===== config.mk =====
export PLATFORM = sky130hd
export DESIGN_NAME = nn_activation_unit_core
export DESIGN_NICKNAME = d
export VERILOG_FILES = /design/src/hdl/nnact_pkg.sv /design/src/hdl/nnact_front.sv /design/src/hdl/nnact_back.sv /design/src/hdl/nn_activation_unit_core.sv
export SDC_FILE = /design/constraint.sdc
export NUM_CORES = 2
export LEC_CHECK = 0
export ABC_AREA = 1
export BUFFER_PORTS_ARGS = -buffer_cell sky130_fd_sc_hd__buf_2
export CELL_PAD_IN_SITES_DETAIL_PLACEMENT = 0
export CELL_PAD_IN_SITES_GLOBAL_PLACEMENT = 1
export CORE_UTILIZATION = 30
export DETAILED_ROUTE_END_ITERATION = 10
export PLACE_DENSITY = 0.59
export SLEW_MARGIN = 0
export SYNTH_ARGS = -nofsm -noshare
export SYNTH_HDL_FRONTEND = slang
export SYNTH_SLANG_ARGS = --single-unit

===== constraint.sdc =====
create_clock -name clk_i -period 7.7 [get_ports clk_i]
set_input_delay 0.385 -clock clk_i [delete_from_list [all_inputs] [get_ports clk_i]]
set_output_delay 0.385 -clock clk_i [all_outputs]
set_load 0.01 [all_outputs]

===== src/hdl/nnact_pkg.sv =====
// shared constants, types and the saturation helper for the activation unit
// no dependencies; used by nnact_front, nnact_back and nn_activation_unit_core

package nnact_pkg;

  // data format and register widths
  localparam int DATA_WIDTH = 16;
  localparam int FRAC_BITS  = 12;
  localparam int SLOPE_W    = 13;
  localparam int SLOPE_FRAC = 12;
  localparam int FUNC_W     = 3;
  localparam int CFG_W      = (SLOPE_W > FUNC_W) ? SLOPE_W : FUNC_W;

  // multiplier operand and product widths
  localparam int OP_MAX = (DATA_WIDTH > FRAC_BITS)
                          ? ((DATA_WIDTH > SLOPE_W) ? DATA_WIDTH : SLOPE_W)
                          : ((FRAC_BITS > SLOPE_W) ? FRAC_BITS : SLOPE_W);
  localparam int OP_W   = OP_MAX + 2;
  localparam int PROD_W = 2 * OP_W;

  // activation function codes
  localparam logic [FUNC_W-1:0] FUNC_LINEAR  = 3'd0;
  localparam logic [FUNC_W-1:0] FUNC_SIGMOID = 3'd1;
  localparam logic [FUNC_W-1:0] FUNC_TANH    = 3'd2;
  localparam logic [FUNC_W-1:0] FUNC_RELU    = 3'd3;
  localparam logic [FUNC_W-1:0] FUNC_LEAKY   = 3'd4;

  // register indexes
  localparam logic CFG_FUNC  = 1'b0;
  localparam logic CFG_SLOPE = 1'b1;

  // register reset values
  localparam logic [FUNC_W-1:0]  FUNC_RESET  = FUNC_LINEAR;
  localparam logic [SLOPE_W-1:0] SLOPE_RESET = 13'd410;

  // saturation bounds in product width
  localparam logic signed [PROD_W-1:0] SAT_HI =
    $signed({{(PROD_W-DATA_WIDTH+1){1'b0}}, {(DATA_WIDTH-1){1'b1}}});
  localparam logic signed [PROD_W-1:0] SAT_LO = ~SAT_HI;

  // what the back half does with the first product
  typedef enum logic [1:0] {
    MODE_PASS,
    MODE_SCALE,
    MODE_DSIG,
    MODE_DTANH
  } mode_e;

  // stage record between the front and back halves
  typedef struct packed {
    logic                         valid;
    mode_e                        mode;
    logic signed [DATA_WIDTH-1:0] pass_val;
    logic signed [PROD_W-1:0]     prod;
    logic signed [DATA_WIDTH-1:0] dy;
  } mul_stage_t;

  // clamp a wide signed value to the data range
  function automatic logic signed [DATA_WIDTH-1:0] sat_data(
    input logic signed [PROD_W-1:0] v
  );
    logic signed [DATA_WIDTH-1:0] r;
    if (v > SAT_HI) begin
      r = SAT_HI[DATA_WIDTH-1:0];
    end else if (v < SAT_LO) begin
      r = SAT_LO[DATA_WIDTH-1:0];
    end else begin
      r = v[DATA_WIDTH-1:0];
    end
    return r;
  endfunction

endpackage


===== src/hdl/nnact_front.sv =====
// front half: input register, function decode, piecewise sigmoid/tanh and
// the first multiplier stage; depends on nnact_pkg

module nnact_front (
  input  logic                                  clk_i,
  input  logic                                  rst_ni,
  input  logic                                  in_xfer_i,
  input  logic                                  op_i,
  input  logic signed [nnact_pkg::DATA_WIDTH-1:0] x_value_i,
  input  logic signed [nnact_pkg::DATA_WIDTH-1:0] fwd_output_i,
  input  logic signed [nnact_pkg::DATA_WIDTH-1:0] grad_in_i,
  input  logic [nnact_pkg::FUNC_W-1:0]          func_i,
  input  logic [nnact_pkg::SLOPE_W-1:0]         slope_i,
  output nnact_pkg::mul_stage_t                 stage_o
);

  localparam int DW   = nnact_pkg::DATA_WIDTH;
  localparam int FB   = nnact_pkg::FRAC_BITS;
  localparam int OPW  = nnact_pkg::OP_W;
  localparam int PW   = nnact_pkg::PROD_W;
  localparam int SW   = ((DW > FB + 3) ? DW : FB + 3) + 2;

  // piecewise sigmoid breakpoints and offsets
  localparam logic signed [SW-1:0] ONE     = SW'(1) <<< FB;
  localparam logic signed [SW-1:0] T_SAT   = ONE * SW'(5);
  localparam logic signed [SW-1:0] T_MID   = (ONE * SW'(19)) >>> 3;
  localparam logic signed [SW-1:0] OFF_HI  = (ONE * SW'(27)) >>> 5;
  localparam logic signed [SW-1:0] OFF_MID = (ONE * SW'(5)) >>> 3;
  localparam logic signed [SW-1:0] OFF_LOW = ONE >>> 1;
  localparam logic signed [OPW-1:0] ONE_OP = OPW'(1) <<< FB;

  // input stage registers
  logic                          s0_valid_q;
  logic                          s0_op_q;
  logic signed [DW-1:0]          s0_x_q;
  logic signed [DW-1:0]          s0_y_q;
  logic signed [DW-1:0]          s0_dy_q;
  logic [nnact_pkg::FUNC_W-1:0]  s0_func_q;
  logic [nnact_pkg::SLOPE_W-1:0] s0_slope_q;

  always_ff @(posedge clk_i or negedge rst_ni) begin
    if (!rst_ni) begin
      s0_valid_q <= 1'b0;
    end else begin
      s0_valid_q <= in_xfer_i;
    end
  end

  // item and config snapshot travel together
  always_ff @(posedge clk_i) begin
    s0_op_q    <= op_i;
    s0_x_q     <= x_value_i;
    s0_y_q     <= fwd_output_i;
    s0_dy_q    <= grad_in_i;
    s0_func_q  <= func_i;
    s0_slope_q <= slope_i;
  end

  // sigmoid on x or 2x, tanh derived from it
  logic                 is_tanh;
  logic signed [SW-1:0] xs;
  logic signed [SW-1:0] mag;
  logic signed [SW-1:0] sig_pos;
  logic signed [SW-1:0] sig_val;
  logic signed [SW-1:0] act;
  logic signed [DW-1:0] curve_val;

  assign is_tanh = (s0_func_q == nnact_pkg::FUNC_TANH);

  always_comb begin
    xs = $signed({{(SW-DW){s0_x_q[DW-1]}}, s0_x_q});
    if (is_tanh) begin
      xs = xs <<< 1;
    end
    mag = xs[SW-1] ? -xs : xs;
    if (mag >= T_SAT) begin
      sig_pos = ONE;
    end else if (mag >= T_MID) begin
      sig_pos = (mag >>> 5) + OFF_HI;
    end else if (mag >= ONE) begin
      sig_pos = (mag >>> 3) + OFF_MID;
    end else begin
      sig_pos = (mag >>> 2) + OFF_LOW;
    end
    sig_val = xs[SW-1] ? (ONE - sig_pos) : sig_pos;
    act     = is_tanh ? ((sig_val <<< 1) - ONE) : sig_val;
    curve_val = nnact_pkg::sat_data($signed({{(PW-SW){act[SW-1]}}, act}));
  end

  // operand views
  logic                  x_pos;
  logic signed [OPW-1:0] x_ext;
  logic signed [OPW-1:0] y_ext;
  logic signed [OPW-1:0] dy_ext;
  logic signed [OPW-1:0] slope_ext;

  assign x_pos     = !s0_x_q[DW-1] && (s0_x_q != '0);
  assign x_ext     = $signed({{(OPW-DW){s0_x_q[DW-1]}}, s0_x_q});
  assign y_ext     = $signed({{(OPW-DW){s0_y_q[DW-1]}}, s0_y_q});
  assign dy_ext    = $signed({{(OPW-DW){s0_dy_q[DW-1]}}, s0_dy_q});
  assign slope_ext = $signed({{(OPW-nnact_pkg::SLOPE_W){1'b0}}, s0_slope_q});

  // decode function and direction into a mode and multiplier operands
  nnact_pkg::mode_e      mode_d;
  logic signed [DW-1:0]  pass_d;
  logic signed [OPW-1:0] op_a;
  logic signed [OPW-1:0] op_b;

  always_comb begin
    mode_d = nnact_pkg::MODE_PASS;
    op_a   = x_ext;
    op_b   = slope_ext;
    if (!s0_op_q) begin
      pass_d = s0_x_q;
      case (s0_func_q) inside
        nnact_pkg::FUNC_SIGMOID, nnact_pkg::FUNC_TANH: begin
          pass_d = curve_val;
        end
        nnact_pkg::FUNC_RELU: begin
          pass_d = x_pos ? s0_x_q : '0;
        end
        nnact_pkg::FUNC_LEAKY: begin
          if (!x_pos) begin
            mode_d = nnact_pkg::MODE_SCALE;
          end
        end
        default: begin
          pass_d = s0_x_q;
        end
      endcase
    end else begin
      pass_d = s0_dy_q;
      case (s0_func_q)
        nnact_pkg::FUNC_SIGMOID: begin
          mode_d = nnact_pkg::MODE_DSIG;
          op_a   = y_ext;
          op_b   = ONE_OP - y_ext;
        end
        nnact_pkg::FUNC_TANH: begin
          mode_d = nnact_pkg::MODE_DTANH;
          op_a   = y_ext;
          op_b   = y_ext;
        end
        nnact_pkg::FUNC_RELU: begin
          pass_d = x_pos ? s0_dy_q : '0;
        end
        nnact_pkg::FUNC_LEAKY: begin
          if (!x_pos) begin
            mode_d = nnact_pkg::MODE_SCALE;
            op_a   = dy_ext;
          end
        end
        default: begin
          pass_d = s0_dy_q;
        end
      endcase
    end
  end

  // first multiplier stage
  logic signed [PW-1:0] prod_d;
  assign prod_d = op_a * op_b;

  logic                 s1_valid_q;
  nnact_pkg::mode_e     s1_mode_q;
  logic signed [DW-1:0] s1_pass_q;
  logic signed [PW-1:0] s1_prod_q;
  logic signed [DW-1:0] s1_dy_q;

  always_ff @(posedge clk_i or negedge rst_ni) begin
    if (!rst_ni) begin
      s1_valid_q <= 1'b0;
    end else begin
      s1_valid_q <= s0_valid_q;
    end
  end

  always_ff @(posedge clk_i) begin
    s1_mode_q <= mode_d;
    s1_pass_q <= pass_d;
    s1_prod_q <= prod_d;
    s1_dy_q   <= s0_dy_q;
  end

  always_comb begin
    stage_o.valid    = s1_valid_q;
    stage_o.mode     = s1_mode_q;
    stage_o.pass_val = s1_pass_q;
    stage_o.prod     = s1_prod_q;
    stage_o.dy       = s1_dy_q;
  end

endmodule


===== src/hdl/nnact_back.sv =====
// back half: derivative rounding, gradient multiplier and final
// round/saturate output register; depends on nnact_pkg

module nnact_back (
  input  logic                                    clk_i,
  input  logic                                    rst_ni,
  input  nnact_pkg::mul_stage_t                   stage_i,
  output logic signed [nnact_pkg::DATA_WIDTH-1:0] result_o,
  output logic                                    result_valid_o
);

  localparam int DW = nnact_pkg::DATA_WIDTH;
  localparam int FB = nnact_pkg::FRAC_BITS;
  localparam int PW = nnact_pkg::PROD_W;

  localparam logic signed [PW-1:0] HALF_F = PW'(1) <<< (FB - 1);
  localparam logic signed [PW-1:0] HALF_S = PW'(1) <<< (nnact_pkg::SLOPE_FRAC - 1);
  localparam logic signed [PW-1:0] ONE_P  = PW'(1) <<< FB;

  // round the first product, finish the derivative or the leaky result
  logic signed [PW-1:0] rnd_f;
  logic signed [PW-1:0] rnd_s;
  logic                 pass_d;
  logic signed [DW-1:0] val_d;

  assign rnd_f = (stage_i.prod + HALF_F) >>> FB;
  assign rnd_s = (stage_i.prod + HALF_S) >>> nnact_pkg::SLOPE_FRAC;

  always_comb begin
    pass_d = 1'b1;
    val_d  = stage_i.pass_val;
    case (stage_i.mode)
      nnact_pkg::MODE_PASS: begin
        pass_d = 1'b1;
        val_d  = stage_i.pass_val;
      end
      nnact_pkg::MODE_SCALE: begin
        pass_d = 1'b1;
        val_d  = nnact_pkg::sat_data(rnd_s);
      end
      nnact_pkg::MODE_DSIG: begin
        pass_d = 1'b0;
        val_d  = nnact_pkg::sat_data(rnd_f);
      end
      nnact_pkg::MODE_DTANH: begin
        pass_d = 1'b0;
        val_d  = nnact_pkg::sat_data(ONE_P - rnd_f);
      end
    endcase
  end

  logic                 s2_valid_q;
  logic                 s2_pass_q;
  logic signed [DW-1:0] s2_val_q;
  logic signed [DW-1:0] s2_dy_q;

  always_ff @(posedge clk_i or negedge rst_ni) begin
    if (!rst_ni) begin
      s2_valid_q <= 1'b0;
    end else begin
      s2_valid_q <= stage_i.valid;
    end
  end

  always_ff @(posedge clk_i) begin
    s2_pass_q <= pass_d;
    s2_val_q  <= val_d;
    s2_dy_q   <= stage_i.dy;
  end

  // gradient multiplier stage
  logic signed [2*DW-1:0] prod2_d;
  assign prod2_d = s2_val_q * s2_dy_q;

  logic                   s3_valid_q;
  logic                   s3_pass_q;
  logic signed [DW-1:0]   s3_val_q;
  logic signed [2*DW-1:0] s3_prod_q;

  always_ff @(posedge clk_i or negedge rst_ni) begin
    if (!rst_ni) begin
      s3_valid_q <= 1'b0;
    end else begin
      s3_valid_q <= s2_valid_q;
    end
  end

  always_ff @(posedge clk_i) begin
    s3_pass_q <= s2_pass_q;
    s3_val_q  <= s2_val_q;
    s3_prod_q <= prod2_d;
  end

  // final round and saturate
  logic signed [PW-1:0] prod2_ext;
  logic signed [PW-1:0] rnd2;
  logic signed [DW-1:0] result_d;

  assign prod2_ext = $signed({{(PW-2*DW){s3_prod_q[2*DW-1]}}, s3_prod_q});
  assign rnd2      = (prod2_ext + HALF_F) >>> FB;
  assign result_d  = s3_pass_q ? s3_val_q : nnact_pkg::sat_data(rnd2);

  logic                 out_valid_q;
  logic signed [DW-1:0] result_q;

  always_ff @(posedge clk_i or negedge rst_ni) begin
    if (!rst_ni) begin
      out_valid_q <= 1'b0;
    end else begin
      out_valid_q <= s3_valid_q;
    end
  end

  always_ff @(posedge clk_i) begin
    result_q <= result_d;
  end

  assign result_o       = result_q;
  assign result_valid_o = out_valid_q;

endmodule


===== src/hdl/nn_activation_unit_core.sv =====
// an item taken at the input passes five register stages (input, first multiplier,
// derivative, gradient multiplier, output) before its result is strobed;
// throughput one item per cycle, busy stays low and the receiver cannot stall,
// so the pipeline never backs up
// reset: asynchronous active low; clears stage valid bits, func_q to linear
// and slope_q to 410; depends on nnact_pkg, nnact_front and nnact_back

module nn_activation_unit_core (
  input  logic                                    clk_i,
  input  logic                                    rst_ni,
  input  logic                                    start,
  output logic                                    busy,
  input  logic                                    op_i,
  input  logic signed [nnact_pkg::DATA_WIDTH-1:0] x_value_i,
  input  logic signed [nnact_pkg::DATA_WIDTH-1:0] fwd_output_i,
  input  logic signed [nnact_pkg::DATA_WIDTH-1:0] grad_in_i,
  output logic signed [nnact_pkg::DATA_WIDTH-1:0] result_o,
  output logic                                    result_valid_o,
  input  logic                                    cfg_we_i,
  input  logic                                    cfg_idx_i,
  input  logic [nnact_pkg::CFG_W-1:0]             cfg_wdata_i
);

  // configuration registers
  logic [nnact_pkg::FUNC_W-1:0]  func_q;
  logic [nnact_pkg::SLOPE_W-1:0] slope_q;

  always_ff @(posedge clk_i or negedge rst_ni) begin
    if (!rst_ni) begin
      func_q  <= nnact_pkg::FUNC_RESET;
      slope_q <= nnact_pkg::SLOPE_RESET;
    end else if (cfg_we_i) begin
      unique case (cfg_idx_i)
        nnact_pkg::CFG_FUNC:  func_q  <= cfg_wdata_i[nnact_pkg::FUNC_W-1:0];
        nnact_pkg::CFG_SLOPE: slope_q <= cfg_wdata_i[nnact_pkg::SLOPE_W-1:0];
        default: ;
      endcase
    end
  end

  // input transfer
  logic in_xfer;
  assign busy    = 1'b0;
  assign in_xfer = start & ~busy;

  nnact_pkg::mul_stage_t mid_stage;

  nnact_front u_front (
    .clk_i        (clk_i),
    .rst_ni       (rst_ni),
    .in_xfer_i    (in_xfer),
    .op_i         (op_i),
    .x_value_i    (x_value_i),
    .fwd_output_i (fwd_output_i),
    .grad_in_i    (grad_in_i),
    .func_i       (func_q),
    .slope_i      (slope_q),
    .stage_o      (mid_stage)
  );

  nnact_back u_back (
    .clk_i          (clk_i),
    .rst_ni         (rst_ni),
    .stage_i        (mid_stage),
    .result_o       (result_o),
    .result_valid_o (result_valid_o)
  );

  // every transfer yields a result strobe
  a_latency: assert property (@(posedge clk_i) disable iff (!rst_ni)
    in_xfer |-> ##5 result_valid_o)
    else $error("result strobe missing after input transfer");

  // no result without a matching transfer
  a_no_orphan: assert property (@(posedge clk_i) disable iff (!rst_ni)
    result_valid_o |-> $past(in_xfer, 5))
    else $error("result strobe without input transfer");

  // forward relu and sigmoid never go negative
  a_fwd_nonneg: assert property (@(posedge clk_i) disable iff (!rst_ni)
    (result_valid_o && $past(in_xfer && !op_i &&
      (func_q == nnact_pkg::FUNC_RELU || func_q == nnact_pkg::FUNC_SIGMOID), 5))
    |-> !result_o[nnact_pkg::DATA_WIDTH-1])
    else $error("negative forward relu or sigmoid result");

  // backward relu blocks the gradient for non-positive x
  a_relu_block: assert property (@(posedge clk_i) disable iff (!rst_ni)
    (result_valid_o && $past(in_xfer && op_i && func_q == nnact_pkg::FUNC_RELU &&
      (x_value_i[nnact_pkg::DATA_WIDTH-1] || x_value_i == '0), 5))
    |-> (result_o == '0))
    else $error("backward relu passed gradient for non-positive x");

endmodule

==> qor.log <==
qor: timing.final_max_slew_viols 0
qor: clocking.h-tree-depth 1
qor: yosys.most_frequent_cell_after_synthesis nand2_1
qor: cells_and_area.post_route_cells_drive_above_1_share 0.09561
qor: worst_setup_path.logic_depth_of_the_worst_register_to_register_path 31
qor: clocking.cts_buffer_depth 3
qor: die.core-area 103,500 um2
qor: die.die_w 325.0 um
qor: yosys.yosysTopAreaCell fa_1
qor: cells_and_area.area_growth 13.23%
qor: yosys.synth_ff_type dfxtp_1
qor: worst_setup_path.crit_path_end_kind flop
qor: grt.grt_pass1_wl 147.9 mm
qor: placed_design.pre_cts_ws 0.03196 ns
qor: clocking.clock_insertion_delay_worst_skew 0.59 ns
qor: cells_and_area.multi_input_area 22,670 um2
qor: grt.global_route.peak_usage_layer met2
qor: worst_setup_path.crit_fanout 8
qor: worst_setup_path.crit_start_category flop
qor: route.wl_per_cell 16.74 um
qor: clocking.tritoncts done
qor: timing.max_slew.worst_pin.slew 0.9677 ns
qor: route.detailroute.via_count 24,520
qor: route.detailedRoute.firstIterationViolations 1,374
qor: route.ant_nets 0
qor: route.routed_wire_length 91.71 mm
qor: timing.fin_worst_skew 0.02690 ns
qor: worst_setup_path.reg2reg_from u_front.s0_y_q[1]
qor: route.drcViolationCount 0
qor: worst_setup_path.worst_setup_path_endpoint u_front.s1_prod_q[31]
qor: grt.globalRouteTotalUtil 0.1781
qor: timing.relSlewSlack 0.3525
qor: run_status.status complete, no violations
qor: route.firstDrtPassIters 5
qor: worst_setup_path.crit_path_top_delay_cell fa_1
qor: worst_setup_path.largest_incremental_delay_on_the_critical_path 0.54 ns
qor: worst_setup_path.worst-endpoint-required 8.15 ns
qor: timing.fin_tns_setup 0 ns
qor: yosys.synth_area_per_cell 8.000 um2
qor: worst_setup_path.timing_worst_setup_path_type flop to flop
qor: cells_and_area.fin_area 35,440 um2
qor: yosys.synth_top_cell_area_share 0.3621
qor: placed_design.placement.cell_area 33,810 um2
qor: cells_and_area.ff_latch_area 4757 um2
qor: worst_setup_path.crit_arrival 7.76 ns
qor: yosys.yosys_warnings 0
qor: yosys.synth_enable_flop_cells 0
qor: grt.grt_use_met1 0.2498
qor: yosys.synth-seq-area-share 0.1520
qor: placed_design.placed_cells_incl_taps 5,368
qor: yosys.post_synth_instance_area 31,300 um2
qor: yosys.yosys.cell_types.count 64
qor: yosys.netlist_top_cells_count 927 x nand2_1, 901 x inv_1, 566 x fa_1, 267 x nor2_1, 211 x dfxtp_1
qor: die.floorplan.rows 118
qor: min_path.hold_class primary input to flop
qor: worst_setup_path.r2r_slack 0.39 ns
qor: placed_design.place.detailed.hpwl 77.67 mm
qor: placed_design.placement.io_buffers 83
qor: placed_design.routabilityCongestion 0.8611
qor: grt.number_of_global_route_vias_before_repair 26,220
qor: cells_and_area.antennaDiodeCount 0
qor: timing.final-hold-violation-count 0
qor: yosys.syn_nets 4,724
qor: cells_and_area.filler_cell_count 11,050
qor: grt.globalRouteMet2Util 0.2990
qor: timing.fmax 136.8 MHz
qor: route.post_drt_via_cell_ratio 4.474
qor: yosys.asyncSetResetFlopFracSynth 0.09052
qor: clocking.cts_made_buffers 28
qor: worst_setup_path.path_common_cell inv_1
qor: timing.ratio_of_final_minimum_period_to_clock_period 0.9492
qor: clocking.root_buffer clkbuf_16
qor: cells_and_area.instances_no_fill 5,480
qor: clocking.clock_sinks 232
qor: grt.grt_overflow 0
qor: die.io_pins 85
qor: grt.grt.met3_usage 0.01799
qor: yosys.syn_inst 3,912
qor: min_path.min_delay_path_depth 2
qor: worst_setup_path.crit-reg2reg-capture u_front.s1_prod_q[31]
qor: die.die-height 325.0 um
qor: yosys.ys_ff_latch 232
qor: grt.antenna_found_initial 3
qor: die.die_area 105,600 um2
qor: yosys.synthTopCellsByArea fa_1 36%, dfxtp_1 13%, nand2_1 11%, inv_1 11%, ha_1 7.2%
qor: run.maxCapViolCount 0
qor: cells_and_area.nNetsFinal 4,890
qor: worst_setup_path.timing.critical_path.from u_front.s0_y_q[1]
qor: timing.final_critical_path_setup_slack 0.3911 ns
qor: timing.min_period 7.309 ns
qor: die.floorplan.initialDensity 0.3024
qor: grt.pin_count_of_the_biggest_net_entering_global_routing 48
qor: timing.setup_repair_after_global_routing_missed_its_margin yes
qor: clocking.clk_pin_slew_worst_paths 0.06 ns
qor: timing.setup_viol_count_final 0
per-stage QoR:
step	hold slack (ns)	util
detailed placement	0.3121	0.3267
global route	0.02019	0.3424
finish	0.04593	0.3424
global placement	0.3101	0.3267
CTS	0.006427	0.3409
floorplan	0.08941	-
area by class of cell:
class	count	area share
multi-input cells	2642	0.6399
flip-flops and latches	232	0.1342
inverters	916	0.09738
repair buffers	258	0.05275
well taps	1380	0.04873
clock buffers	34	0.02214
clock inverters	18	0.004908
cell families (layout without fill, tap and decap cells):
| logic type | count (synthesis) | in the layout | synth area share |
|---|---|---|---|
| AOI/OAI and AO/OA | 306 | 306 | 0.05657 |
| xor gates and xnor gates | 101 | 101 | 0.02827 |
| adders and majority gates | 745 | 745 | 0.4336 |
| buffers and inverters | 1038 | 1226 | 0.1261 |
| DFF | 232 | 232 | 0.1520 |
| muxes | 10 | 10 | 0.003598 |
| other | 1 | 1 | 0.0001198 |
| and+or+nand+nor | 1479 | 1479 | 0.1997 |
critical path: cells and delay by family (launching register included):
family | cells | cell delay (ns)
buf+inv | 8 | 0.67
xor+xnor | 1 | 0.13
fa+ha+maj | 8 | 3.56
simple gates | 6 | 0.93
flops | 1 | 0.37
compound gates | 8 | 1.48
placed cells by master, fill, tap and decap left out, drive strengths merged, types with 10 or more instances in the layout:
cell type / n
nand2: 953
inv: 913
fa: 566
nor2: 279
dfxtp: 211
buf: 207
ha: 179
nand3: 132
o21ai: 126
a21oi: 109
xor2: 70
dlygate4sd3: 51
nand4: 41
clkbuf: 34
xnor2: 31
nor3: 28
or2: 25
dfrtp: 16
clkinv: 15
o221ai: 11
o211ai: 10
nand3b: 10
mux2: 10
what timing repair did:
action / in CTS / in global routing
gates resized for setup: 1 / 24
buffers inserted: 0 / 9
hold endpoints to repair: 66 / 0
hold buffers: 51 / 0
pin swaps: 0 / 2
endpoints found under the setup margin: 2 / 19
layer usage:
metal  part of all wire  vias to the layer above  routed length, um
met3              0.043                       80               3902
met5                  0                        -                  0
met2               0.46                      436              42360
li1                   -                    11960                  -
met4              0.018                        0               1645
met1               0.48                    12050              43800
sequential cells by signal, summed over array words and instances (netlist names), 2 cells and up:
name / flops
slope_q: 13
func_q: 3
u_front.s0_dy_q: 16
u_back.s2_dy_q: 16
u_front.s1_dy_q: 16
u_back.s2_val_q: 16
u_front.s0_slope_q: 13
u_front.s1_prod_q: 25
u_front.s1_mode_q: 2
u_front.s0_y_q: 16
u_front.s0_x_q: 16
u_back.s3_val_q: 16
u_back.result_o: 16
u_front.s1_pass_q: 16
u_front.s0_func_q: 3
u_back.s3_prod_q: 21
worst min-delay path by stage:
stage / startpoint / end
final: cfg_wdata_i[3] / slope_q[3]
after global routing: cfg_wdata_i[12] / slope_q[12]
after CTS: cfg_wdata_i[3] / slope_q[3]
after detailed placement: u_front.s1_dy_q[5] / u_back.s2_dy_q[5]
after global placement: u_front.s1_dy_q[7] / u_back.s2_dy_q[7]
after floorplan: rst_ni / func_q[0]
Power is left out: the tool's default activity adds up to more than one toggle a clock period on the data nets, which glitch-free logic cannot reach.
